===== config.mk =====
export PLATFORM = sky130hd
export DESIGN_NAME = triple_ring_event_logger
export DESIGN_NICKNAME = d
export VERILOG_FILES = /design/src/rtl/core/trel_pkg.sv /design/src/rtl/core/trel_ram.sv /design/src/rtl/core/trel_ctrl.sv /design/src/rtl/core/trel_dp.sv /design/src/rtl/core/triple_ring_event_logger.sv
export SDC_FILE = /design/constraint.sdc
export NUM_CORES = 2
export LEC_CHECK = 0
export ABC_AREA = 1
export BUFFER_PORTS_ARGS = -buffer_cell sky130_fd_sc_hd__buf_2
export CAP_MARGIN = 20
export CORE_UTILIZATION = 40
export CTS_CLUSTER_SIZE = 20
export DETAILED_ROUTE_END_ITERATION = 12
export HOLD_SLACK_MARGIN = 0.06
export PLACE_DENSITY = 0.55
export SLEW_MARGIN = 20
export SYNTH_ARGS = -nofsm -noshare
export SYNTH_HDL_FRONTEND = slang
export SYNTH_SLANG_ARGS = --single-unit

===== constraint.sdc =====
create_clock -name clock -period 17.3 [get_ports clock]
set_input_delay 2.595 -clock clock [delete_from_list [all_inputs] [get_ports clock]]
set_output_delay 2.595 -clock clock [all_outputs]
set_load 0.005 [all_outputs]

===== src/rtl/core/trel_pkg.sv =====
// ----------------------------------------------------------------------------
// trel_pkg
// Shared constants, codes, types and ring address helpers for the
// triple ring event logger.
// ----------------------------------------------------------------------------
package trel_pkg;

   // ring depths
   localparam int TELE_DEPTH = 16;
   localparam int WARN_DEPTH = 8;
   localparam int ERR_DEPTH  = 8;

   // slot address widths (at least one bit)
   localparam int TELE_AW = (TELE_DEPTH > 1) ? $clog2(TELE_DEPTH) : 1;
   localparam int WARN_AW = (WARN_DEPTH > 1) ? $clog2(WARN_DEPTH) : 1;
   localparam int ERR_AW  = (ERR_DEPTH > 1) ? $clog2(ERR_DEPTH) : 1;

   // fill count widths (must hold the depth itself)
   localparam int TELE_CW = $clog2(TELE_DEPTH + 1);
   localparam int WARN_CW = $clog2(WARN_DEPTH + 1);
   localparam int ERR_CW  = $clog2(ERR_DEPTH + 1);

   // field widths
   localparam int FUNC_W  = 3;
   localparam int CAT_W   = 2;
   localparam int IDX_W   = 4;
   localparam int STAMP_W = 32;
   localparam int CODE_W  = 16;
   localparam int VALUE_W = 32;
   localparam int FILL_W  = 5;
   localparam int ENTRY_W = STAMP_W + CODE_W + VALUE_W;

   // working width for ring address math: covers 2*depth + index
   localparam int SUM_W = 10;

   typedef logic [SUM_W-1:0] trel_sum_type;

   // function codes
   localparam logic [FUNC_W-1:0] FUNC_LOG_TELE   = 3'd0;
   localparam logic [FUNC_W-1:0] FUNC_LOG_WARN   = 3'd1;
   localparam logic [FUNC_W-1:0] FUNC_LOG_ERR    = 3'd2;
   localparam logic [FUNC_W-1:0] FUNC_READ       = 3'd3;
   localparam logic [FUNC_W-1:0] FUNC_READ_FIRST = 3'd4;
   localparam logic [FUNC_W-1:0] FUNC_CLEAR      = 3'd5;

   // ring categories
   localparam logic [CAT_W-1:0] CAT_TELE = 2'd0;
   localparam logic [CAT_W-1:0] CAT_WARN = 2'd1;
   localparam logic [CAT_W-1:0] CAT_ERR  = 2'd2;

   // controller states
   typedef enum logic [1:0] {
      ST_IDLE,
      ST_EXEC,
      ST_FETCH
   } trel_state_type;

   // controller to datapath
   typedef struct packed {
      logic capture;   // latch the accepted request
      logic execute;   // ring write, counters, flag, RAM read issue
      logic respond;   // load the response register
   } trel_cmd_type;

   // datapath to controller
   typedef struct packed {
      logic out_free;  // response register can take a new result
   } trel_status_type;

   // slot of the idx-th oldest entry; head < depth and count <= depth
   function automatic trel_sum_type ring_slot(trel_sum_type head, trel_sum_type count,
                                              trel_sum_type idx, trel_sum_type depth);
      trel_sum_type oldest;
      trel_sum_type pos;
      oldest = head + depth - count;
      if (oldest >= depth) begin
         oldest = oldest - depth;
      end
      pos = oldest + idx;
      if (pos >= depth) begin
         pos = pos - depth;
      end
      return pos;
   endfunction

   // head after one push
   function automatic trel_sum_type ring_next_head(trel_sum_type head, trel_sum_type depth);
      trel_sum_type plus;
      plus = head + trel_sum_type'(1);
      return (plus == depth) ? trel_sum_type'(0) : plus;
   endfunction

   // count after one push, saturating at depth
   function automatic trel_sum_type ring_next_count(trel_sum_type count, trel_sum_type depth);
      return (count < depth) ? count + trel_sum_type'(1) : count;
   endfunction

endpackage


===== src/rtl/core/trel_ram.sv =====
// ----------------------------------------------------------------------------
// trel_ram
// Generic single write port RAM with one registered read port.
// ----------------------------------------------------------------------------
module trel_ram #(
   parameter int WIDTH = 8,
   parameter int DEPTH = 16
) (
   input  logic                                     clock,
   input  logic                                     wr_en,
   input  logic [((DEPTH > 1) ? $clog2(DEPTH) : 1)-1:0] wr_addr,
   input  logic [WIDTH-1:0]                         wr_data,
   input  logic                                     rd_en,
   input  logic [((DEPTH > 1) ? $clog2(DEPTH) : 1)-1:0] rd_addr,
   output logic [WIDTH-1:0]                         rd_data
);

   logic [WIDTH-1:0] mem_ff [DEPTH];
   logic [WIDTH-1:0] rd_data_ff;

   // write port
   always_ff @(posedge clock) begin
      if (wr_en) begin
         mem_ff[wr_addr] <= wr_data;
      end
   end

   // registered read port
   always_ff @(posedge clock) begin
      if (rd_en) begin
         rd_data_ff <= mem_ff[rd_addr];
      end
   end

   assign rd_data = rd_data_ff;

endmodule


===== src/rtl/core/trel_ctrl.sv =====
// ----------------------------------------------------------------------------
// trel_ctrl
// Sequencer for the event logger: accept, execute, respond.
// ----------------------------------------------------------------------------
module trel_ctrl (
   input  logic                      clock,
   input  logic                      reset,
   input  logic                      req_valid,
   output logic                      req_stall,
   input  trel_pkg::trel_status_type status,
   output trel_pkg::trel_cmd_type    cmd
);

   import trel_pkg::*;

   trel_state_type state_ff;
   trel_state_type state_in;

   // next state
   always_comb begin
      state_in = state_ff;
      case (state_ff)
         ST_IDLE: begin
            if (req_valid) begin
               state_in = ST_EXEC;
            end
         end
         ST_EXEC: begin
            state_in = ST_FETCH;
         end
         ST_FETCH: begin
            if (status.out_free) begin
               state_in = ST_IDLE;
            end
         end
         default: begin
            state_in = ST_IDLE;
         end
      endcase
   end

   // outputs
   always_comb begin
      cmd       = '0;
      req_stall = 1'b1;
      case (state_ff)
         ST_IDLE: begin
            req_stall   = 1'b0;
            cmd.capture = req_valid;
         end
         ST_EXEC: begin
            cmd.execute = 1'b1;
         end
         ST_FETCH: begin
            cmd.respond = status.out_free;
         end
         default: begin
            cmd = '0;
         end
      endcase
   end

   // state register
   always_ff @(posedge clock) begin
      if (reset) begin
         state_ff <= ST_IDLE;
      end else begin
         state_ff <= state_in;
      end
   end

endmodule


===== src/rtl/core/trel_dp.sv =====
// ----------------------------------------------------------------------------
// trel_dp
// Datapath: request latch, three ring RAMs with head and count registers,
// sticky error flag, first error record and the response register.
// ----------------------------------------------------------------------------
module trel_dp (
   input  logic                            clock,
   input  logic                            reset,
   input  trel_pkg::trel_cmd_type          cmd,
   output trel_pkg::trel_status_type       status,
   input  logic                            cfg_write,
   input  logic                            cfg_handler_enable,
   input  logic [trel_pkg::FUNC_W-1:0]     req_func,
   input  logic [trel_pkg::CAT_W-1:0]      req_category,
   input  logic [trel_pkg::IDX_W-1:0]      req_entry_index,
   input  logic [trel_pkg::STAMP_W-1:0]    req_stamp,
   input  logic [trel_pkg::CODE_W-1:0]     req_message_code,
   input  logic [trel_pkg::VALUE_W-1:0]    req_event_value,
   output logic                            rsp_valid,
   input  logic                            rsp_stall,
   output logic [trel_pkg::STAMP_W-1:0]    rsp_out_stamp,
   output logic [trel_pkg::CODE_W-1:0]     rsp_out_code,
   output logic [trel_pkg::VALUE_W-1:0]    rsp_out_value,
   output logic                            rsp_entry_valid,
   output logic [trel_pkg::FILL_W-1:0]     rsp_fill_count,
   output logic                            rsp_error_flag,
   output logic                            rsp_handler_call
);

   import trel_pkg::*;

   localparam trel_sum_type TELE_D = trel_sum_type'(TELE_DEPTH);
   localparam trel_sum_type WARN_D = trel_sum_type'(WARN_DEPTH);
   localparam trel_sum_type ERR_D  = trel_sum_type'(ERR_DEPTH);

   // latched request
   logic [FUNC_W-1:0]  func_ff;
   logic [CAT_W-1:0]   cat_ff;
   logic [IDX_W-1:0]   idx_ff;
   logic [ENTRY_W-1:0] entry_ff;

   // ring control state
   logic [TELE_AW-1:0] tele_head_ff, tele_head_in;
   logic [TELE_CW-1:0] tele_count_ff, tele_count_in;
   logic [WARN_AW-1:0] warn_head_ff, warn_head_in;
   logic [WARN_CW-1:0] warn_count_ff, warn_count_in;
   logic [ERR_AW-1:0]  err_head_ff, err_head_in;
   logic [ERR_CW-1:0]  err_count_ff, err_count_in;
   logic               sticky_ff, sticky_in;
   logic [ENTRY_W-1:0] first_rec_ff, first_rec_in;
   logic               call_ff, call_in;
   logic               handler_enable_ff;

   // response register
   logic               rsp_valid_ff;
   logic [ENTRY_W-1:0] rsp_entry_ff, rsp_entry_in;
   logic               rsp_hit_ff, rsp_hit_in;
   logic [FILL_W-1:0]  rsp_fill_ff, rsp_fill_in;
   logic               rsp_flag_ff;
   logic               rsp_call_ff;

   // RAM ports
   logic               tele_we, warn_we, err_we;
   logic [TELE_AW-1:0] tele_rd_addr;
   logic [WARN_AW-1:0] warn_rd_addr;
   logic [ERR_AW-1:0]  err_rd_addr;
   logic [ENTRY_W-1:0] tele_rd_data, warn_rd_data, err_rd_data;

   // widened copies for address math
   trel_sum_type tele_head_s, tele_count_s, warn_head_s, warn_count_s;
   trel_sum_type err_head_s, err_count_s, idx_s;
   trel_sum_type warn_count_next;
   logic         error_event;

   assign tele_head_s  = trel_sum_type'(tele_head_ff);
   assign tele_count_s = trel_sum_type'(tele_count_ff);
   assign warn_head_s  = trel_sum_type'(warn_head_ff);
   assign warn_count_s = trel_sum_type'(warn_count_ff);
   assign err_head_s   = trel_sum_type'(err_head_ff);
   assign err_count_s  = trel_sum_type'(err_count_ff);
   assign idx_s        = trel_sum_type'(idx_ff);

   assign warn_count_next = ring_next_count(warn_count_s, WARN_D);

   // read slots of the idx-th oldest entry, one per ring
   assign tele_rd_addr = TELE_AW'(ring_slot(tele_head_s, tele_count_s, idx_s, TELE_D));
   assign warn_rd_addr = WARN_AW'(ring_slot(warn_head_s, warn_count_s, idx_s, WARN_D));
   assign err_rd_addr  = ERR_AW'(ring_slot(err_head_s, err_count_s, idx_s, ERR_D));

   // ring writes happen in the execute step
   assign tele_we = cmd.execute && (func_ff == FUNC_LOG_TELE);
   assign warn_we = cmd.execute && (func_ff == FUNC_LOG_WARN);
   assign err_we  = cmd.execute && (func_ff == FUNC_LOG_ERR);

   // error procedure trigger: any error, or a warning that leaves its ring full
   assign error_event = err_we || (warn_we && (warn_count_next == WARN_D));

   trel_ram #(.WIDTH(ENTRY_W), .DEPTH(TELE_DEPTH)) u_tele_ram (
      .clock   (clock),
      .wr_en   (tele_we),
      .wr_addr (tele_head_ff),
      .wr_data (entry_ff),
      .rd_en   (cmd.execute),
      .rd_addr (tele_rd_addr),
      .rd_data (tele_rd_data)
   );

   trel_ram #(.WIDTH(ENTRY_W), .DEPTH(WARN_DEPTH)) u_warn_ram (
      .clock   (clock),
      .wr_en   (warn_we),
      .wr_addr (warn_head_ff),
      .wr_data (entry_ff),
      .rd_en   (cmd.execute),
      .rd_addr (warn_rd_addr),
      .rd_data (warn_rd_data)
   );

   trel_ram #(.WIDTH(ENTRY_W), .DEPTH(ERR_DEPTH)) u_err_ram (
      .clock   (clock),
      .wr_en   (err_we),
      .wr_addr (err_head_ff),
      .wr_data (entry_ff),
      .rd_en   (cmd.execute),
      .rd_addr (err_rd_addr),
      .rd_data (err_rd_data)
   );

   // request latch
   always_ff @(posedge clock) begin
      if (cmd.capture) begin
         func_ff  <= req_func;
         cat_ff   <= req_category;
         idx_ff   <= req_entry_index;
         entry_ff <= {req_stamp, req_message_code, req_event_value};
      end
   end

   // ring heads, counts, sticky flag and first error record
   always_comb begin
      tele_head_in  = tele_head_ff;
      tele_count_in = tele_count_ff;
      warn_head_in  = warn_head_ff;
      warn_count_in = warn_count_ff;
      err_head_in   = err_head_ff;
      err_count_in  = err_count_ff;
      sticky_in     = sticky_ff;
      first_rec_in  = first_rec_ff;
      call_in       = call_ff;
      if (cmd.execute) begin
         call_in = 1'b0;
         if (tele_we) begin
            tele_head_in  = TELE_AW'(ring_next_head(tele_head_s, TELE_D));
            tele_count_in = TELE_CW'(ring_next_count(tele_count_s, TELE_D));
         end
         if (warn_we) begin
            warn_head_in  = WARN_AW'(ring_next_head(warn_head_s, WARN_D));
            warn_count_in = WARN_CW'(warn_count_next);
         end
         if (err_we) begin
            err_head_in  = ERR_AW'(ring_next_head(err_head_s, ERR_D));
            err_count_in = ERR_CW'(ring_next_count(err_count_s, ERR_D));
         end
         if (error_event) begin
            if (!sticky_ff) begin
               first_rec_in = entry_ff;
            end
            sticky_in = 1'b1;
            call_in   = handler_enable_ff;
         end
         if (func_ff == FUNC_CLEAR) begin
            tele_head_in  = '0;
            tele_count_in = '0;
            warn_head_in  = '0;
            warn_count_in = '0;
            err_head_in   = '0;
            err_count_in  = '0;
            sticky_in     = 1'b0;
         end
      end
   end

   always_ff @(posedge clock) begin
      if (reset) begin
         tele_head_ff      <= '0;
         tele_count_ff     <= '0;
         warn_head_ff      <= '0;
         warn_count_ff     <= '0;
         err_head_ff       <= '0;
         err_count_ff      <= '0;
         sticky_ff         <= 1'b0;
         first_rec_ff      <= '0;
         call_ff           <= 1'b0;
         handler_enable_ff <= 1'b0;
      end else begin
         tele_head_ff  <= tele_head_in;
         tele_count_ff <= tele_count_in;
         warn_head_ff  <= warn_head_in;
         warn_count_ff <= warn_count_in;
         err_head_ff   <= err_head_in;
         err_count_ff  <= err_count_in;
         sticky_ff     <= sticky_in;
         first_rec_ff  <= first_rec_in;
         call_ff       <= call_in;
         if (cfg_write) begin
            handler_enable_ff <= cfg_handler_enable;
         end
      end
   end

   // result of the step, from post-step counts and the RAM read data
   always_comb begin
      rsp_entry_in = '0;
      rsp_hit_in   = 1'b0;
      rsp_fill_in  = '0;
      case (func_ff)
         FUNC_LOG_TELE: begin
            rsp_fill_in = FILL_W'(tele_count_s);
         end
         FUNC_LOG_WARN: begin
            rsp_fill_in = FILL_W'(warn_count_s);
         end
         FUNC_LOG_ERR: begin
            rsp_fill_in = FILL_W'(err_count_s);
         end
         FUNC_READ: begin
            case (cat_ff)
               CAT_TELE: begin
                  rsp_fill_in = FILL_W'(tele_count_s);
                  rsp_hit_in  = (idx_s < tele_count_s);
                  if (rsp_hit_in) begin
                     rsp_entry_in = tele_rd_data;
                  end
               end
               CAT_WARN: begin
                  rsp_fill_in = FILL_W'(warn_count_s);
                  rsp_hit_in  = (idx_s < warn_count_s);
                  if (rsp_hit_in) begin
                     rsp_entry_in = warn_rd_data;
                  end
               end
               CAT_ERR: begin
                  rsp_fill_in = FILL_W'(err_count_s);
                  rsp_hit_in  = (idx_s < err_count_s);
                  if (rsp_hit_in) begin
                     rsp_entry_in = err_rd_data;
                  end
               end
               default: begin
                  rsp_fill_in = '0;
               end
            endcase
         end
         FUNC_READ_FIRST: begin
            rsp_entry_in = first_rec_ff;
            rsp_hit_in   = sticky_ff;
            rsp_fill_in  = FILL_W'(err_count_s);
         end
         default: begin
            rsp_fill_in = '0;
         end
      endcase
   end

   // response register: holds while stalled
   always_ff @(posedge clock) begin
      if (reset) begin
         rsp_valid_ff <= 1'b0;
      end else if (cmd.respond) begin
         rsp_valid_ff <= 1'b1;
      end else if (!rsp_stall) begin
         rsp_valid_ff <= 1'b0;
      end
   end

   always_ff @(posedge clock) begin
      if (cmd.respond) begin
         rsp_entry_ff <= rsp_entry_in;
         rsp_hit_ff   <= rsp_hit_in;
         rsp_fill_ff  <= rsp_fill_in;
         rsp_flag_ff  <= sticky_ff;
         rsp_call_ff  <= call_ff;
      end
   end

   assign status.out_free = !rsp_valid_ff || !rsp_stall;

   assign rsp_valid        = rsp_valid_ff;
   assign rsp_out_stamp    = rsp_entry_ff[ENTRY_W-1 -: STAMP_W];
   assign rsp_out_code     = rsp_entry_ff[VALUE_W +: CODE_W];
   assign rsp_out_value    = rsp_entry_ff[VALUE_W-1:0];
   assign rsp_entry_valid  = rsp_hit_ff;
   assign rsp_fill_count   = rsp_fill_ff;
   assign rsp_error_flag   = rsp_flag_ff;
   assign rsp_handler_call = rsp_call_ff;

endmodule


===== src/rtl/core/triple_ring_event_logger.sv =====
// Each request passes through the transfer itself, an execute step that
// writes the ring slot, updates heads, counts and the sticky error flag
// and issues the ring RAM read, and a response step in which the
// registered RAM read data forms the result. A result that is stalled
// stays in the output register; the next request is still taken meanwhile
// and waits in its response step only while that register is occupied.
// The handler enable register is written through the csr channel, which
// is always ready.
// ----------------------------------------------------------------------------
// triple_ring_event_logger
// Event logger with overwriting telemetry, warning and error rings, a sticky
// error flag with first error capture, and an optional handler pulse.
// ----------------------------------------------------------------------------
module triple_ring_event_logger (
   input  logic                          clock,
   input  logic                          reset,
   input  logic                          csr_valid,
   output logic                          csr_ready,
   input  logic                          csr_handler_enable,
   input  logic                          req_valid,
   output logic                          req_stall,
   input  logic [trel_pkg::FUNC_W-1:0]   req_func,
   input  logic [trel_pkg::CAT_W-1:0]    req_category,
   input  logic [trel_pkg::IDX_W-1:0]    req_entry_index,
   input  logic [trel_pkg::STAMP_W-1:0]  req_stamp,
   input  logic [trel_pkg::CODE_W-1:0]   req_message_code,
   input  logic [trel_pkg::VALUE_W-1:0]  req_event_value,
   output logic                          rsp_valid,
   input  logic                          rsp_stall,
   output logic [trel_pkg::STAMP_W-1:0]  rsp_out_stamp,
   output logic [trel_pkg::CODE_W-1:0]   rsp_out_code,
   output logic [trel_pkg::VALUE_W-1:0]  rsp_out_value,
   output logic                          rsp_entry_valid,
   output logic [trel_pkg::FILL_W-1:0]   rsp_fill_count,
   output logic                          rsp_error_flag,
   output logic                          rsp_handler_call
);

   import trel_pkg::*;

   trel_cmd_type    cmd;
   trel_status_type status;

   // configuration transfers are taken at any time
   assign csr_ready = 1'b1;

   trel_ctrl u_ctrl (
      .clock     (clock),
      .reset     (reset),
      .req_valid (req_valid),
      .req_stall (req_stall),
      .status    (status),
      .cmd       (cmd)
   );

   trel_dp u_dp (
      .clock              (clock),
      .reset              (reset),
      .cmd                (cmd),
      .status             (status),
      .cfg_write          (csr_valid),
      .cfg_handler_enable (csr_handler_enable),
      .req_func           (req_func),
      .req_category       (req_category),
      .req_entry_index    (req_entry_index),
      .req_stamp          (req_stamp),
      .req_message_code   (req_message_code),
      .req_event_value    (req_event_value),
      .rsp_valid          (rsp_valid),
      .rsp_stall          (rsp_stall),
      .rsp_out_stamp      (rsp_out_stamp),
      .rsp_out_code       (rsp_out_code),
      .rsp_out_value      (rsp_out_value),
      .rsp_entry_valid    (rsp_entry_valid),
      .rsp_fill_count     (rsp_fill_count),
      .rsp_error_flag     (rsp_error_flag),
      .rsp_handler_call   (rsp_handler_call)
   );

endmodule


# Word level (Yosys, flattened, before mapping)
# Memories as Yosys holds them, arrays and structs flattened. A register that Yosys moved wholly into a read port is not among the register bits.
# Index checks and enable logic that the tools add are counted.
# classes
n_addsub	21
n_mul	0
div	0
n_lt_le_gt_ge	12
n_eq_ne	16
shifts	0
mux	51
n_bitwise	1
reduce_logical	26
# op_table
cell	count
$mux W80	3
$pmux W80 S3	1
$pmux W80 S2	1
$ge A10 B4 Y1 const B	4
$mux W10	4
$mux W4	9
$add A10 B4 Y10	3
$mux W3	8
$ge A10 B5 Y1 const B	2
$pmux W5 S4	1
$sub A10 B4 Y10	2
$sub A10 B4 Y10 const B	2
$mux W1	15
$mux W5	3
$pmux W5 S3	1
$reduce_bool A2 Y1	6
$add A3 B4 Y5 const B	2
$add A4 B1 Y5 const B	2
$eq A10 B4 Y1 const B	1
$reduce_and A2 Y1	5
$sub A10 B5 Y10	1
$sub A10 B5 Y10 const B	1
$reduce_and A3 Y1	3
$add A3 B1 Y4 const B	2
other kinds (29)	45
# word_totals
regBits	286
latch_bits	0
mem_bits_rw	2560
mem_bits_ro	0
in_bits	95
output_inout_bits	91
word_cells	151
n_memories	3
# memory_table
name	depth	word_bits	rd	rd_clocked_by_memory_dff	wr	line_no	text
u_dp.u_tele_ram.mem_ff	16	80	1	1	1	trel_ram.sv:18	logic [WIDTH-1:0] mem_ff [DEPTH];
u_dp.u_err_ram.mem_ff	8	80	1	1	1	trel_ram.sv:18	
u_dp.u_warn_ram.mem_ff	8	80	1	1	1	trel_ram.sv:18	

# Logic depth before layout (Yosys ltp)
# depth
depth_word	7
depth_mapped	16
ltp_nobuf	13

# Hierarchy
# From an unflattened synthesis, not the netlist that was laid out.
# hier_totals
hier_cells	12634
area_unflattened_um2	131740.1
# modules_own_cells
module	instances	cells_per_inst	area_each_um2	seq_area_each_um2
trel_ram at u_dp.u_err_ram ...	2	2863	30312.8	21620.7
trel_ram at u_dp.u_tele_ram	1	5255	56995.9	40839.2
trel_dp	1	1636	13998.4	7457.2
trel_ctrl	1	15	108.9	40.0
triple_ring_event_logger	1	2	11.3	0.0

# Worst setup path before layout
# Ideal clock, no wire load.
# synth_path
path_type	register to register
startpoint	reg u_ctrl.state_ff[1]
endpoint	mem u_dp.u_warn_ram.mem_ff[0][0] (netlist bit) (enable)
setup_time_ns	0.616
arrival_ns	11.317
required_ns	16.684
slack_ns	5.367
stages_incl_launch_ff	8
n_path_buf	0
period_less_slack_ns	11.933
path_cell_list	dfxtp_1 -> inv_1 -> nand2_1 -> inv_1 -> nand2_1 -> inv_1 -> nand2_1 -> nor3_1
# synth_between
elab_chain_cells	5
# synth_rtl
element	line_no	text
start: declaration	trel_ctrl.sv:16	trel_state_type state_ff;
start signal: assignment	trel_ctrl.sv:68	state_ff <= state_in;
$eq A2 B1 Y1	trel_ctrl.sv:46	case (state_ff)
$mux W1	trel_ctrl.sv:46	
$logic_and A1 B1 Y1	trel_dp.sv:92	assign warn_we = cmd.execute && (func_ff == FUNC_LOG_WARN);
$mux W1	trel_ram.sv:23	if (wr_en) begin
$mux W1 (implied by the code)	trel_ram.sv:24	mem_ff[wr_addr] <= wr_data;
end: declaration	trel_ram.sv:18	
# No other way between the ends.

# Worst setup path after layout
# layout_path
startpoint	reg u_dp.tele_head_ff[0]
endpoint	reg u_dp.u_tele_ram.rd_data_ff[46], in the netlist u_dp.u_tele_ram.rd_data[46] (read register of u_dp.u_tele_ram.mem_ff), data pin
# layout_between
elab_chain_cells	7
elab_cells_between_ends	9
cone_classes	add/sub (5); order compare (2); mux (2)
# layout_rtl
element	line_no	text
start: declaration	trel_dp.sv:43	logic [TELE_AW-1:0] tele_head_ff, tele_head_in;
start signal: assignment	trel_dp.sv:195	tele_head_ff <= tele_head_in;
$add A4 B5 Y6 (*)	trel_pkg.sv:75	oldest = head + depth - count;
$sub A10 B5 Y10 (*)	trel_pkg.sv:75	
$sub A10 B5 Y10 / $ge A10 B5 Y1 (equally long branches)	trel_pkg.sv:77, trel_pkg.sv:76	
$mux W10 (*)	trel_pkg.sv:76	if (oldest >= depth) begin
$add A10 B4 Y10 (*)	trel_pkg.sv:79	pos = oldest + idx;
$ge A10 B5 Y1 / $sub A4 B1 Y4 (equally long branches)	trel_pkg.sv:80, trel_pkg.sv:81	
$mux W4 (*)	trel_pkg.sv:80	if (pos >= depth) begin
end: declaration	trel_ram.sv:19	logic [WIDTH-1:0] rd_data_ff;
# Every way passes the cells marked *; elsewhere a longest branch is shown, timed or not.
# A chain may end at the register's enable or synchronous reset.

==> impl_metrics.ini <==
[drt]
vias = 79100
dr.pass1.iters = 6
drt-total-wl_mm = 379
drt.antenna.violating_nets = 0
drt-vias-per-instance = 5.75
wl_per_cell_um = 27.5
drt_drc_violations_left = 0
dr_iter_0_viols = 9138

[synth]
netlist_instances = 9446
synth.cell_area_sq_mm = 0.121
ys_async_sr_fraction_pct = 0
synth.distinct_cells = 41
synth.net_count = 9577
ys_seq_area_share_pct = 75.6
synth_edf_count = 2977
synth-seq-cells = 3086
syn_avg_cell_area_sq_um = 12.8
synth_top_flop_cell = edfxtp_1
synthesis.yosys.warnings = 0

[cells_and_area]
highest_count_cells_in_the_layout_ignoring_fill_and_taps = edfxtp_1 (2977), nor2_1 (1701), nand2_1 (1438)
nNetsFinal = 9665
layout-area-overhead-vs-synth_pct = 13.5
n_fill_cell = 26600
layout.cells.most_common = edfxtp_1
post_route_cells_drive_above_1_share_pct = 9.59

[clock_network]
register_clock_pin_slew_on_the_reported_worst_setup_and_hold_paths_ps = 60
tritoncts.num_buffers = 334
cts.repair_timing.setup_buffer_count = 0
clk_latency_ps = 920
cts.root.buffer_cell = clkbuf_16
clkSinkCount = 3086
ctsHtreeMaxLevel = 5
cts_buffer_depth = 4
cts_resizes = 0
cts_tree = done
post_cts_hold_buffer_count = 0

[floorplan]
die_y_um = 552
core_region_area_sq_mm = 0.301
floorplan.io_pins = 186
core.rowCount = 201
die-area_sq_mm = 0.305
initial_utilization_pct = 40.3
fp.dieW_um = 552

[timing]
timing.final.hold_violations = 0
fin_setup_tns_ps = 0
max_clock_freq_mhz = 184
unrepaired_setup_endpoints_after_global_routing = false
setup_viol = 0
final_min_period_over_clock_period_pct = 31.5
postLayoutSetupSlackWorst_ps = 11850
worst-slew-pin-transition_ps = 1260
skew_ps = 69.0
max-slew-margin-rel_pct = 16.2
timing.final.max_slew_violations = 0
finalCriticalPeriod_ps = 5450

[worst_hold_path]
min-delay-path-class = reg -> reg

[setup_path]
worst_ep_required_time_ps = 18070
regToRegSetupSlack_ps = 11850
critical_path.max_stage_delay_ps = 890
setup.worst_path.start_class = register
cp_slowest_cell = buf_4
ws_path_type = reg -> reg
critical_path.endpoint_type = register
worst_ep_arrival_time_ps = 6220
crit_path_cell_trace = inv_1 > ha_1 > inv_1 > ha_4 > buf_4 > buf_4 > buf_4 > o21ai_0 > o22ai_1 > nand2_1 > nand2_1 > nand3_1 > nand2_1
critical_path_peak_fanout = 102

[placed_design]
dpl_worst_slack_ps = 12020
globalplace.congestion = 0.835
portBuffers = 184
detailed_place_hpwl_mm = 195

[pwr]
ir_drop_v = 0.0000751
p_int_mw = 12.8
p_leak_nw = 46.6
switching_share_pct = 24.0
power_frac_comb_pct = 8.1
total_switching_power_mw = 4.03
power_density_mw_per_mm2 = 122
p_seq_share_pct = 50.1
clkPwrFrac_pct = 41.9

[global_route]
grt_util_all_layers_pct = 24.2
initial_antenna_violation_count = 9
grt_pass1_vias = 75600
overflow = 0
grt_pass1_wl_mm = 542
maximum_number_of_pins_on_one_net_before_global_route_repair = 277

[run]
drv_cap = 0

[run_status]
run_status = finished, final reports clean
## sequential cells by signal, summed over array words and instances (netlist names), 5 cells and up
register and flops:
u_dp.u_tele_ram.mem_ff 1280, u_dp.u_err_ram.mem_ff 640, u_dp.entry_ff 80, u_dp.u_warn_ram.rd_data 80, u_dp.rsp_entry_ff 80, u_dp.u_tele_ram.rd_data 80, u_dp.first_rec_ff 80, u_dp.rsp_fill_count 5
u_dp.u_err_ram.rd_data 80, u_dp.u_warn_ram.mem_ff 640, u_dp.tele_count_ff 5
## synthesized netlist by cell type (3+ instances only)
library cell / number / area [sq um]
xor2_1: 3 / 26.3
inv_1: 146 / 548
a21oi_1: 107 / 536
buf_4: 17 / 128
xnor2_1: 5 / 43.8
dfxtp_1: 109 / 2180
o22ai_1: 324 / 2030
nor2_1: 1730 / 6490
buf_2: 178 / 891
edfxtp_1: 2977 / 89400
o21ai_0: 974 / 4870
fa_1: 6 / 120
a22oi_1: 3 / 22.5
inv_2: 6 / 22.5
ha_1: 30 / 375
buf_1: 35 / 131
xor2_2: 3 / 48.8
o21ai_1: 5 / 25.0
clkbuf_1: 374 / 1400
or2_2: 3 / 18.8
nand3_1: 496 / 2480
o211ai_1: 4 / 30.0
o32ai_1: 320 / 2800
buf_6: 19 / 214
clkbuf_2: 17 / 85.1
nor3_1: 11 / 55.1
nand2_1: 1444 / 5420
nand4_1: 82 / 513
## critical path: cells and delay by family, from the launching register on
family | cells | cell delay [ps]
buffers and inverters | 5 | 2730
adder cells (fa/ha/maj) | 2 | 1050
AO/OA/AOI/OAI | 2 | 500
flip-flops | 1 | 390
AND/OR/NAND/NOR | 4 | 370
## power groups by stage
stage / clock network, mW / registers (mW) / logic [mW]
3_3_place_gp: 0 / 8.60 / 1.28
5_1_grt: 7.41 / 8.43 / 1.49
3_5_place_dp: 0 / 8.61 / 1.31
6_report: 7.04 / 8.42 / 1.36
4_1_cts: 7.14 / 8.45 / 1.31
2_1_floorplan: 0 / 8.56 / 0.860
## routing by layer
layer | vias to the layer above | share of wire [%] | routed length (um) | track usage (%)
met5 | - | 0 | 0 | 0
met2 | 3622 | 47 | 180000 | 40.0
met3 | 668 | 8.0 | 30300 | 3.85
li1 | 34600 | - | - | -
met1 | 40300 | 41 | 154000 | 32.2
met4 | 0 | 4.0 | 15100 | 9.18
## area by class of cell
cell class	instances	area (sq um)	share of cell area, %
well taps	3958	4950	3.60
flip-flops and latches	3086	91600	66.6
diodes	7	17.5	0.0127
multi-input cells	5565	26600	19.3
repair buffers	392	2990	2.17
inverters	155	648	0.472
clock buffers	437	9000	6.55
clock inverters	162	1680	1.22
## path summary, 6_finish.rpt
kind                        start                     endpoint  depth (start not counted)
min reg2reg          u_dp.call_ff        u_dp.rsp_handler_call                          0
min                  u_dp.call_ff        u_dp.rsp_handler_call                          0
max reg2reg  u_dp.tele_head_ff[0]  u_dp.u_tele_ram.rd_data[46]                         13
max          u_dp.tele_head_ff[0]  u_dp.u_tele_ram.rd_data[46]                         13
## cells by family after synthesis
logic type / synth area share, %
and+or+nand+nor: 12.4
DFF: 75.6
AOI/OAI and AO/OA: 8.58
buffers and inverters: 2.84
adders and majority gates: 0.409
xor gates and xnor gates: 0.170
other: 0.00310
## metrics by stage
step / power (mW) / util (%) / cells / hold slack, ps / cell area [sq um]
finish: 16.8 / 45.7 / 13800 / 434 / 137000
global route: 17.3 / 45.7 / 13800 / 452 / 137000
CTS: 16.9 / 45.5 / 13700 / 443 / 137000
detailed placement: 9.91 / 42.0 / 13100 / 429 / 126000
global placement: 9.89 / 41.9 / 13100 / 421 / 126000
floorplan: 9.42 / - / 9446 / 409 / 121000
No activity file was read; power rests on OpenSTA's default activity.
